## src/rtl/angular_correlation_cos_sampler_top_macros.svh

```systemverilog
// assertion macros shared by the sampler modules
`ifndef ANGULAR_CORRELATION_COS_SAMPLER_TOP_MACROS_SVH
`define ANGULAR_CORRELATION_COS_SAMPLER_TOP_MACROS_SVH
// a condition implies a consequence in the same cycle
`define ACS_ASSERT_IMP(label, clk, rst_n, cond, prop) \
    label: assert property (@(posedge clk) disable iff (!rst_n) (cond) |-> (prop)) \
        else $error("assertion failed");
// a condition implies a consequence in the next cycle
`define ACS_ASSERT_NEXT(label, clk, rst_n, cond, prop) \
    label: assert property (@(posedge clk) disable iff (!rst_n) (cond) |=> (prop)) \
        else $error("assertion failed");
`endif

```

## src/rtl/acs_pkg.sv

```systemverilog
// shared types and constants of the cos sampler
`default_nettype none
package acs_pkg;
    localparam int unsigned TableEntries = 1025;

    // controller commands to the datapath
    typedef struct packed {
        logic load;       // capture sample, init search
        logic eval_start; // start cumulative at eval_idx
        logic [1:0] eval_sel; // 0 mid-1, 1 left, 2 right
        logic step;       // apply bisection decision
        logic div_start;  // start interpolation divide
        logic finish;     // form result
    } t_acs_cmd;

    localparam logic [1:0] SelMid   = 2'd0;
    localparam logic [1:0] SelLeft  = 2'd1;
    localparam logic [1:0] SelRight = 2'd2;

    // datapath status to the controller
    typedef struct packed {
        logic eval_done;
        logic search_done;
        logic div_done;
        logic flat;
    } t_acs_sts;
endpackage
`default_nettype wire

```

## src/rtl/acs_ctrl.sv

```systemverilog
// sequencing state machine of the sampler
`default_nettype none
module acs_ctrl (
    input  wire logic              i_clk,
    input  wire logic              i_rst_n,
    input  wire logic              i_in_fire,
    input  wire logic              i_out_fire,
    input  wire acs_pkg::t_acs_sts i_sts,
    output acs_pkg::t_acs_cmd      o_cmd,
    output logic                   o_in_ready,
    output logic                   o_out_valid
);
    import acs_pkg::*;

    typedef enum logic [7:0] {
        S_IDLE  = 8'b0000_0001,
        S_SRCH  = 8'b0000_0010,
        S_SWAIT = 8'b0000_0100,
        S_LEFT  = 8'b0000_1000,
        S_RIGHT = 8'b0001_0000,
        S_DIV   = 8'b0010_0000,
        S_FIN   = 8'b0100_0000,
        S_OUT   = 8'b1000_0000
    } t_state;

    t_state r_state, n_state;
    logic   r_started, n_started;

    // next state and commands
    always_comb begin
        n_state = r_state;
        n_started = r_started;
        o_cmd = '0;
        unique case (r_state)
            S_IDLE: if (i_in_fire) begin
                o_cmd.load = 1'b1;
                n_state = S_SRCH;
            end
            S_SRCH: begin
                if (i_sts.search_done) begin
                    o_cmd.eval_start = 1'b1;
                    o_cmd.eval_sel = SelLeft;
                    n_started = 1'b0;
                    n_state = S_LEFT;
                end else begin
                    o_cmd.eval_start = 1'b1;
                    o_cmd.eval_sel = SelMid;
                    n_state = S_SWAIT;
                end
            end
            S_SWAIT: if (i_sts.eval_done) begin
                o_cmd.step = 1'b1;
                n_state = S_SRCH;
            end
            S_LEFT: if (i_sts.eval_done) begin
                o_cmd.eval_start = 1'b1;
                o_cmd.eval_sel = SelRight;
                n_state = S_RIGHT;
            end
            S_RIGHT: if (i_sts.eval_done) begin
                n_state = S_DIV;
            end
            S_DIV: begin
                if (!r_started) begin
                    if (i_sts.flat) begin
                        n_state = S_FIN;
                    end else begin
                        o_cmd.div_start = 1'b1;
                        n_started = 1'b1;
                    end
                end else if (i_sts.div_done) begin
                    n_state = S_FIN;
                end
            end
            S_FIN: begin
                o_cmd.finish = 1'b1;
                n_state = S_OUT;
            end
            S_OUT: if (i_out_fire) n_state = S_IDLE;
            default: n_state = S_IDLE;
        endcase
    end

    always_ff @(posedge i_clk) begin
        if (!i_rst_n) begin
            r_state   <= S_IDLE;
            r_started <= 1'b0;
        end else begin
            r_state   <= n_state;
            r_started <= n_started;
        end
    end

    assign o_in_ready  = (r_state == S_IDLE);
    assign o_out_valid = (r_state == S_OUT);

    `include "angular_correlation_cos_sampler_top_macros.svh"
    `ACS_ASSERT_IMP(a_ready_excl, i_clk, i_rst_n, 1'b1, !(o_in_ready && o_out_valid))
    `ACS_ASSERT_NEXT(a_accept_starts, i_clk, i_rst_n, i_in_fire, r_state == S_SRCH)
    `ACS_ASSERT_NEXT(a_result_held, i_clk, i_rst_n, o_out_valid && !i_out_fire, o_out_valid)
endmodule
`default_nettype wire

```

## config.mk

```make
export PLATFORM = sky130hd
export DESIGN_NAME = acs_ctrl
export DESIGN_NICKNAME = d
export VERILOG_FILES = /design/src/rtl/acs_pkg.sv /design/src/rtl/acs_ctrl.sv
export VERILOG_INCLUDE_DIRS = /design/src /design/src/rtl
export SDC_FILE = /design/constraint.sdc
export NUM_CORES = 1
export LEC_CHECK = 0
export ABC_AREA = 0
export BUFFER_PORTS_ARGS = -buffer_cell sky130_fd_sc_hd__clkbuf_2
export CAP_MARGIN = 20
export CORE_MARGIN = 5
export CORE_UTILIZATION = 45
export DETAILED_ROUTE_END_ITERATION = 6
export GPL_TIMING_DRIVEN = 0
export PLACE_DENSITY_LB_ADDON = 0.25
export SYNTH_ARGS = -nofsm -noshare
export SYNTH_HDL_FRONTEND = slang
export SYNTH_SLANG_ARGS = --single-unit
```

## constraint.sdc

```tcl
create_clock -name i_clk -period 2.1 [get_ports i_clk]
set_input_delay 0.21 -clock i_clk [delete_from_list [all_inputs] [get_ports i_clk]]
set_output_delay 0.21 -clock i_clk [all_outputs]
set_load 0.005 [all_outputs]
```

# --- Word level (Yosys, flattened, before mapping) ---
# Index checks and enable logic that the tools add are counted.
# W data, S select, Z words.
totals:
  regBits: 9
  input_bits: 8
  output_inout_bits: 9
  word_cells: 45
op_classes:
  eq_ne: 16
  muxes: 24
  n_reduce_logical: 3
ops:
  columns: ["cell", "n"]
  rows:
  - ["$mux W8", 8]
  - ["$pmux W8 S8", 1]
  - ["$ne A2 B2 Y1 const B", 6]
  - ["$mux W1", 11]
  - ["$eq A8 B1 Y1 const B", 1]
  - ["$eq A8 B2 Y1 const B", 1]
  - ["$eq A8 B3 Y1 const B", 1]
  - ["$eq A8 B4 Y1 const B", 1]
  - ["$eq A8 B5 Y1 const B", 1]
  - ["$eq A8 B6 Y1 const B", 1]
  - ["$eq A8 B7 Y1 const B", 1]
  - ["$eq A8 B8 Y1 const B", 1]
  - ["$reduce_and A7 Y1", 1]
  - ["$ne A3 B3 Y1 const B", 2]
  - ["$pmux W3 S2", 1]
  - ["$mux W4", 1]
  - ["$mux W3", 1]
  - ["$pmux W1 S2", 1]
  - ["$reduce_and A2 Y1", 1]
  - ["$reduce_bool A2 Y1", 1]

# --- Depth between registers and ports, before layout ---
# Gate-level depths: netlist of the first run.
logic_depth:
  ltp_word: 3
  depth_mapped: 5
  mapped_depth_nobuf: 4

# --- Worst setup path after synthesis of the first run ---
# No wires, ideal clock.
synth_path:
  path_type: "reg-to-output"
  start: "register r_state[3]"
  end: "output port o_cmd[6] (netlist bit)"
  arrival_time_ns: 1.467
  t_required_ns: 1.890
  path_slack_ns: 0.423
  stages_incl_launch_ff: 5
  path_buffers: 1
  cell_sequence: "dfxtp_1 > buf_2 > or4_1 > nor3_1 > and2_1"
synth_lines:
  columns: ["element", "line", "text"]
  rows:
  - ["from (decl)", "acs_ctrl.sv:26", "t_state r_state, n_state;"]
  - ["from (signal assigned)", "acs_ctrl.sv:89", "r_state <= n_state;"]
  - ["to (decl)", "acs_ctrl.sv:9", "output acs_pkg::t_acs_cmd o_cmd,"]

==> results of run 1 <==
-- state kept, by name, summed over array words and instances, names as in the netlist --
signal,cells
r_state,8
r_started,1
-- area by class of cell --
type	count	share of cell area [%]
timing repair buffer	16	9.771
sequential	9	21.98
clock buffer	3	2.748
multi-input combinational	64	54.96
clock inverter	1	0.6107
tap	15	2.290
inverter	6	2.748
buffer	6	4.885
-- what timing repair did --
action                     4_1_cts  5_1_grt
setup endpoints to repair        2        5
pin swaps                        1        0
resized for setup                2        4
setup buffers                    0        0
-- synthesized netlist by cell type, drive strengths merged --
cell type,number,area [um^2]
nor2,11,41.29
dfxtp,9,180.2
inv,6,22.52
buf,5,36.28
nor4,5,31.28
nand3,4,20.02
nand2,3,11.26
nor3,3,15.01
nor3b,3,22.52
o21ai,3,15.01
a21oi,2,10.01
a31oi,2,12.51
nand2b,2,12.51
o211ai,2,15.01
o21a,2,15.01
or3,2,17.52
or4,2,18.77
xor2,2,17.52
a2111oi,1,8.760
a31o,1,8.760
and2,1,6.260
and2b,1,7.510
and3,1,6.260
and3b,1,8.760
and4,1,8.760
clkbuf,1,3.750
mux2,1,11.26
nand4,1,6.260
o2111ai,1,8.760
o211a,1,10.01
o31ai,1,7.510
o32a,1,10.01
or2b,1,7.510
or3b,1,8.760
or4b,1,13.76
-- per-layer routing --
metal  wire length [um]  vias to the layer above  track usage, %
li1                   -                      353               -
met1                800                      345           20.31
met2                868                       29           30.21
met3                126                        5           7.749
met4                 27                        0           8.602
met5                  0                        -               0
-- stage by stage --
stage | utilization (%) | setup TNS, ps | area (um^2)
floorplan | - | 0 | 656.9
global placement | 56.66 | 0 | 755.7
detailed placement | 56.66 | 0 | 755.7
CTS | 59.57 | 0 | 794.5
global route | 61.44 | -137.0 | 819.5
finish | 61.44 | 0 | 819.5
-- cell families after synthesis --
family,count (synthesis)
AND/OR/NAND/NOR,44
flip-flops,9
buffers and inverters,12
AO/OA/AOI/OAI,17
multiplexers,1
XOR/XNOR,2
-- power breakdown --
group          leakage [nW]  internal, W  switching, W
clock                0.0177    0.0000709     0.0000747
sequential           0.0730     0.000176     0.0000101
combinational         0.289    0.0000377     0.0000468
-- how the worst max path moves through the flow --
stage	from	to	slack (ps)	cells past startpoint
6_report	r_state[3]	o_cmd[6]	40	5
5_1_grt	r_state[3]	o_out_valid	-50	5
4_1_cts	r_state[3]	o_cmd[0]	10	5
3_5_place_dp	r_state[3]	o_cmd[6]	210	5
3_3_place_gp	r_state[3]	o_cmd[6]	220	5
2_1_floorplan	r_state[3]	o_cmd[6]	420	4
==> metrics.txt, run 1 <==
status=complete, no violations; share of layout cells above drive strength 1=32.38%; final setup violation count=0; synth-to-layout area growth=24.76%; Worst-Skew Late Latency=280 ps; routed via count=~730; Finished Layout Cells=120; Worst VDD drop=around 0.00032 V; first-pass GRT wire length=around 2.8 mm; DRC errors left=0; Routed Antenna Nets=0; Cells after Synth=85; commonest non-fill, non-tap cell in the layout=clkbuf_2; TritonCTS Sinks=9; Cell Rows=13; Layout Skew=approximately 1.2 ps; P_leak=between 0.3 and 0.4 nW; Slew @ Worst Pin=705.3 ps; CP cell instances=buf_2 -> or4_4 -> nor3_4 -> and2_1 -> clkbuf_2; hold slack=between 200 and 250 ps; crit start category=flip-flop; routed vias/inst=roughly 6; initial antenna violation count=0; Max stage delay on crit path=between 500 and 600 ps; min-delay src=i_rst_n; Wirelength per Cell=~15 um; die width=48.21 um; Boundary Pins=17; Distinct cells, synth=39; commonest non-fill, non-tap cells in the layout=16 x clkbuf_2, 11 x nor2_1, 9 x dfxtp_1, 6 x inv_1, 4 x nand3_1; power per cell area=507.9 nW/um^2; Seq. cell area=about 180 um^2; largest net degree at the start of global routing=11; CTS Hold Bufs=0; largest family of logic cells by synthesized area=simple AND/OR/NAND/NOR gates; drt initial violations=30; worst reg2reg setup slack=~250 ps; Min Clock Period, post-route=just over 2000 ps; RR Startpoint=r_state[5]; vias in the first global route=678; CTS tree=done; Hold Crit Endpoint=r_state[0]; reg-to-reg endpoint=r_state[3]; mux share of post-synthesis cell area=under 10%; Critical Path Fanout Max=10; initial core utilization=between 40% and 50%; Max Buffers Root-to-Sink=2; die area=~2300 um^2; Max Clk Rate=around 0.48 GHz; port bufs=16; Core ar.=~1300 um^2; Final Max Tran Viols=0; delay-heaviest family, CP=simple AND/OR/NAND/NOR gates; global route total overflow=0; number of max-cap violations=0; final setup margin=35.20 ps; post-synthesis compound-gate area fraction=between 10% and 20%; number of detailed-route iterations in the first pass=4; Worst EP arrival=about 1900 ps; Inst Count DP=116; GRT Total Usage=~18%; Post-Syn Area=roughly 660 um^2; GP Congestion=just over 0.8; post-synthesis area per instance=between 7 and 8 um^2; Worst Path Buf+Inv=2; Yosys warnings=0; antenna cells=0; Design Power=0.0004162 W; part of the Yosys area used for sequential elements=a little over a quarter; syn_nets=between 90 and 100; WL final=around 1.8 mm; crit share post-route=between 90 and 100%; post-synthesis simple-gate area fraction=between 40 and 50%; slowest CP cell=or4_4; DP HPWL=1.270 mm; Clock transition at path regs=roughly 70 ps; Nets=between 100 and 150; Synth Area in XOR/XNOR=approximately 2.7%; H-tree Lvls=1; Fill cells=about 130; RSZ-0062 raised after global routing=true; root buffer cell=clkbuf_4; Data required, critical path=between 1500 and 2000 ps; adder-cell share of the synthesized area=0%; area of the multi-input gates=450.4 um^2; Worst Hold Class=input port to flip-flop; hold-critical path depth=2; die height=between 40 and 50 um; Fin. Hold Viols=0; register bit total from synthesis=9; Setup CP Type=flip-flop to output port; worst r2r path cells=5; CTS buffer count=3; DP Worst Slack=~210 ps; Crit. End Element=output port; worst rel slew slack=between 50 and 60%
(Power assumes the default switching activity.)
==> run 2, diff against run 1 <==
--- a/config.mk
+++ b/config.mk
@@ -6,7 +6,7 @@
 export SDC_FILE = /design/constraint.sdc
 export NUM_CORES = 1
 export LEC_CHECK = 0
-export ABC_AREA = 0
+export ABC_AREA = 1
 export BUFFER_PORTS_ARGS = -buffer_cell sky130_fd_sc_hd__clkbuf_2
 export CAP_MARGIN = 20
 export CORE_MARGIN = 5
@@ -14,6 +14,7 @@
 export DETAILED_ROUTE_END_ITERATION = 6
 export GPL_TIMING_DRIVEN = 0
 export PLACE_DENSITY_LB_ADDON = 0.25
+export SETUP_SLACK_MARGIN = 0.15
 export SYNTH_ARGS = -nofsm -noshare
 export SYNTH_HDL_FRONTEND = slang
 export SYNTH_SLANG_ARGS = --single-unit
==> metrics.txt, run 2 <==
status=complete, no violations; worst reg2reg setup slack=810 ps; global route total overflow=0; CTS buffer count=3; GRT Total Usage=between 10% and 20%; worst r2r path cells=9; hold-critical path depth=3; TritonCTS Sinks=9; max reg flops=8; initial core utilization=between 40% and 50%; Final Max Tran Viols=0; Hold Crit Endpoint=r_state[2]; Worst Path Buf+Inv=4; RR Startpoint=r_state[5]; Distinct cells, synth=18; Main synth FF type=dfxtp_1; RSZ-0062 raised after global routing=false; Boundary Pins=17; top cells by area, synth=dfxtp_1 26%, nand2_1 10%, nor2_1 8.2%, inv_1 7.1%, nand2_2 6.4%; DRC errors left=0; final setup violation count=0; top flop regs=r_state x8, r_started x1; commonest non-fill, non-tap cells in the layout=19 x nand2_1, 16 x clkbuf_2, 15 x nor2_1, 13 x inv_1; Worst Hold Class=input port to flip-flop; syn_nets=about 110; Crit. End Element=output port; die area=about 2400 um^2; CP cell instances=inv_1 -> nand2_4 -> nor4_2 -> nand2_1 -> inv_1 -> buf_4 -> clkbuf_2; Post-synth EDFFs=0; Setup CP Type=flip-flop to output port; Setup Buffers After CTS=0; Wirelength per Cell=between 9 and 10 um; P_int=roughly 0.00044 W; most numerous cell in the Yosys netlist=nand2_1; Max Clk Rate=roughly 0.60 GHz; delay-heaviest family, CP=simple AND/OR/NAND/NOR gates; Critical Path Fanout Max=3; Min Clock Period, post-route=about 1700 ps; Post-synth top cells=19 x nand2_1, 15 x nor2_1, 13 x inv_1, 9 x dfxtp_1, 9 x inv_2; largest net degree at the start of global routing=9; die height=49.04 um; Post-Syn Area=between 600 and 700 um^2; Inst Count DP=around 140; register bit total from synthesis=9; H-tree Lvls=1; CTS tree=done; P_leak=0.4284 nW; vias in the first global route=632; Finished Layout Cells=~140; Clock transition at path regs=around 60 ps; ys async rst share=0%; Worst EP arrival=between 1000 and 1500 ps; power per cell area=approximately 1000 nW/um^2; routed via count=658; Max Buffers Root-to-Sink=2; Design Power=0.0008176 W; reg-to-reg endpoint=r_state[2]; WL final=approximately 1.4 mm; Routed Antenna Nets=0; Cell Rows=14; sw power=roughly 0.00038 W; routed vias/inst=roughly 4.6; Switching Fraction=46.31%; Slew @ Worst Pin=293.3 ps; number of detailed-route iterations in the first pass=4; Flop pwr share=27.6%; initial antenna violation count=0; commonest non-fill, non-tap cell in the layout=nand2_1; first-pass GRT wire length=between 2 and 3 mm; Yosys warnings=0; crit share post-route=between 70% and 80%; number of gates resized after CTS=0; register with the most flip-flops=r_state; Layout Skew=around 0.76 ps; area leader, netlist=dfxtp_1; Max stage delay on crit path=between 300 and 400 ps; CTS Hold Bufs=0; Fin. Hold Viols=0; synth-to-layout area growth=18.43%; Worst-Skew Late Latency=between 200 and 300 ps; number of max-cap violations=0; DP HPWL=1.200 mm; worst rel slew slack=between 80% and 90%; root buffer cell=clkbuf_4; combinational share of power=roughly 55%; min-delay src=i_rst_n; post-synthesis area per instance=6.468 um^2; die width=between 40 and 50 um; Nets=approximately 140; Core ar.=roughly 1500 um^2; Yosys top cell area share=between 20% and 30%; antenna cells=0; slowest CP cell=dfxtp_1; Data required, critical path=about 1900 ps; Cells after Synth=106; Top cell by count, worst path=inv_1; port bufs=16; share of layout cells above drive strength 1=around two fifths; Worst VDD drop=0.0005216 V; part of the Yosys area used for sequential elements=between 20% and 30%; drt initial violations=8; crit start category=flip-flop; final setup TNS=0 ps; GP Congestion=a little under 0.8; Clock power frac=17.0%
[run 2: power by group through the flow]
stage | Clock [W] | Combinational [W] | Sequential (W)
5_1_grt | 0.000150 | 0.000520 | 0.000230
2_1_floorplan | 0 | 0.000364 | 0.000227
4_1_cts | 0.000138 | 0.000460 | 0.000226
6_report | 0.000139 | 0.000453 | 0.000226
3_3_place_gp | 0 | 0.000448 | 0.000230
3_5_place_dp | 0 | 0.000457 | 0.000230
[run 2: worst reg2reg max path: cells and delay by family, from the launching register on]
family                 cells  cell delay (ps)
AND/OR/NAND/NOR            8              750
flip-flops                 1              390
buffers and inverters      1               60
[run 2: final cells by class]
type	count	area (um^2)
fillers	168	659.4
multi-input cells	73	407.9
flip-flops and latches	9	180.2
inverters	22	82.58
repair buffers	16	80.08
clock buffers	4	26.28
well taps	16	20.02
plain buffers	2	15.01
[run 2: worst max path at each step]
stage,from,end,slack [ps],depth (start not counted)
after floorplan,r_state[3],o_cmd[3],870,6
after global placement,r_state[3],o_cmd[3],700,7
after detailed placement,r_state[3],o_cmd[3],700,7
after CTS,r_state[3],o_cmd[3],410,7
after global routing,r_state[3],o_cmd[3],300,7
final,r_state[3],o_cmd[3],420,7
[run 2: per-stage QoR]
| stage | instance area, um^2 | util (%) | hold slack [ps] | setup slack, ps |
|---|---|---|---|---|
| after CTS | 812.0 | 55.19 | 204.0 | 406.6 |
| after global placement | 785.8 | 53.40 | 479.0 | 697.3 |
| final | 812.0 | 55.19 | 194.9 | 420.2 |
| after floorplan | 685.7 | - | 330.0 | 871.0 |
| after detailed placement | 785.8 | 53.40 | 479.4 | 695.2 |
| after global routing | 812.0 | 55.19 | 204.1 | 300.2 |
[run 2: logic make-up (layout without fill, tap and decap cells)]
family,count (synthesis),count (layout),synth area share [%]
and+or+nand+nor,67,67,55.11
buffers and inverters,24,44,14.23
DFF,9,9,26.28
AOI/OAI and AO/OA,6,6,4.380
[run 2: layer usage]
layer | vias to the layer above | share of wire [%] | global-route usage [%]
li1 | 362 | - | -
met1 | 271 | 47 | 15.84
met2 | 21 | 43 | 21.52
met3 | 4 | 7.3 | 3.058
met4 | 0 | 2.5 | 8.072
met5 | - | 0 | 0
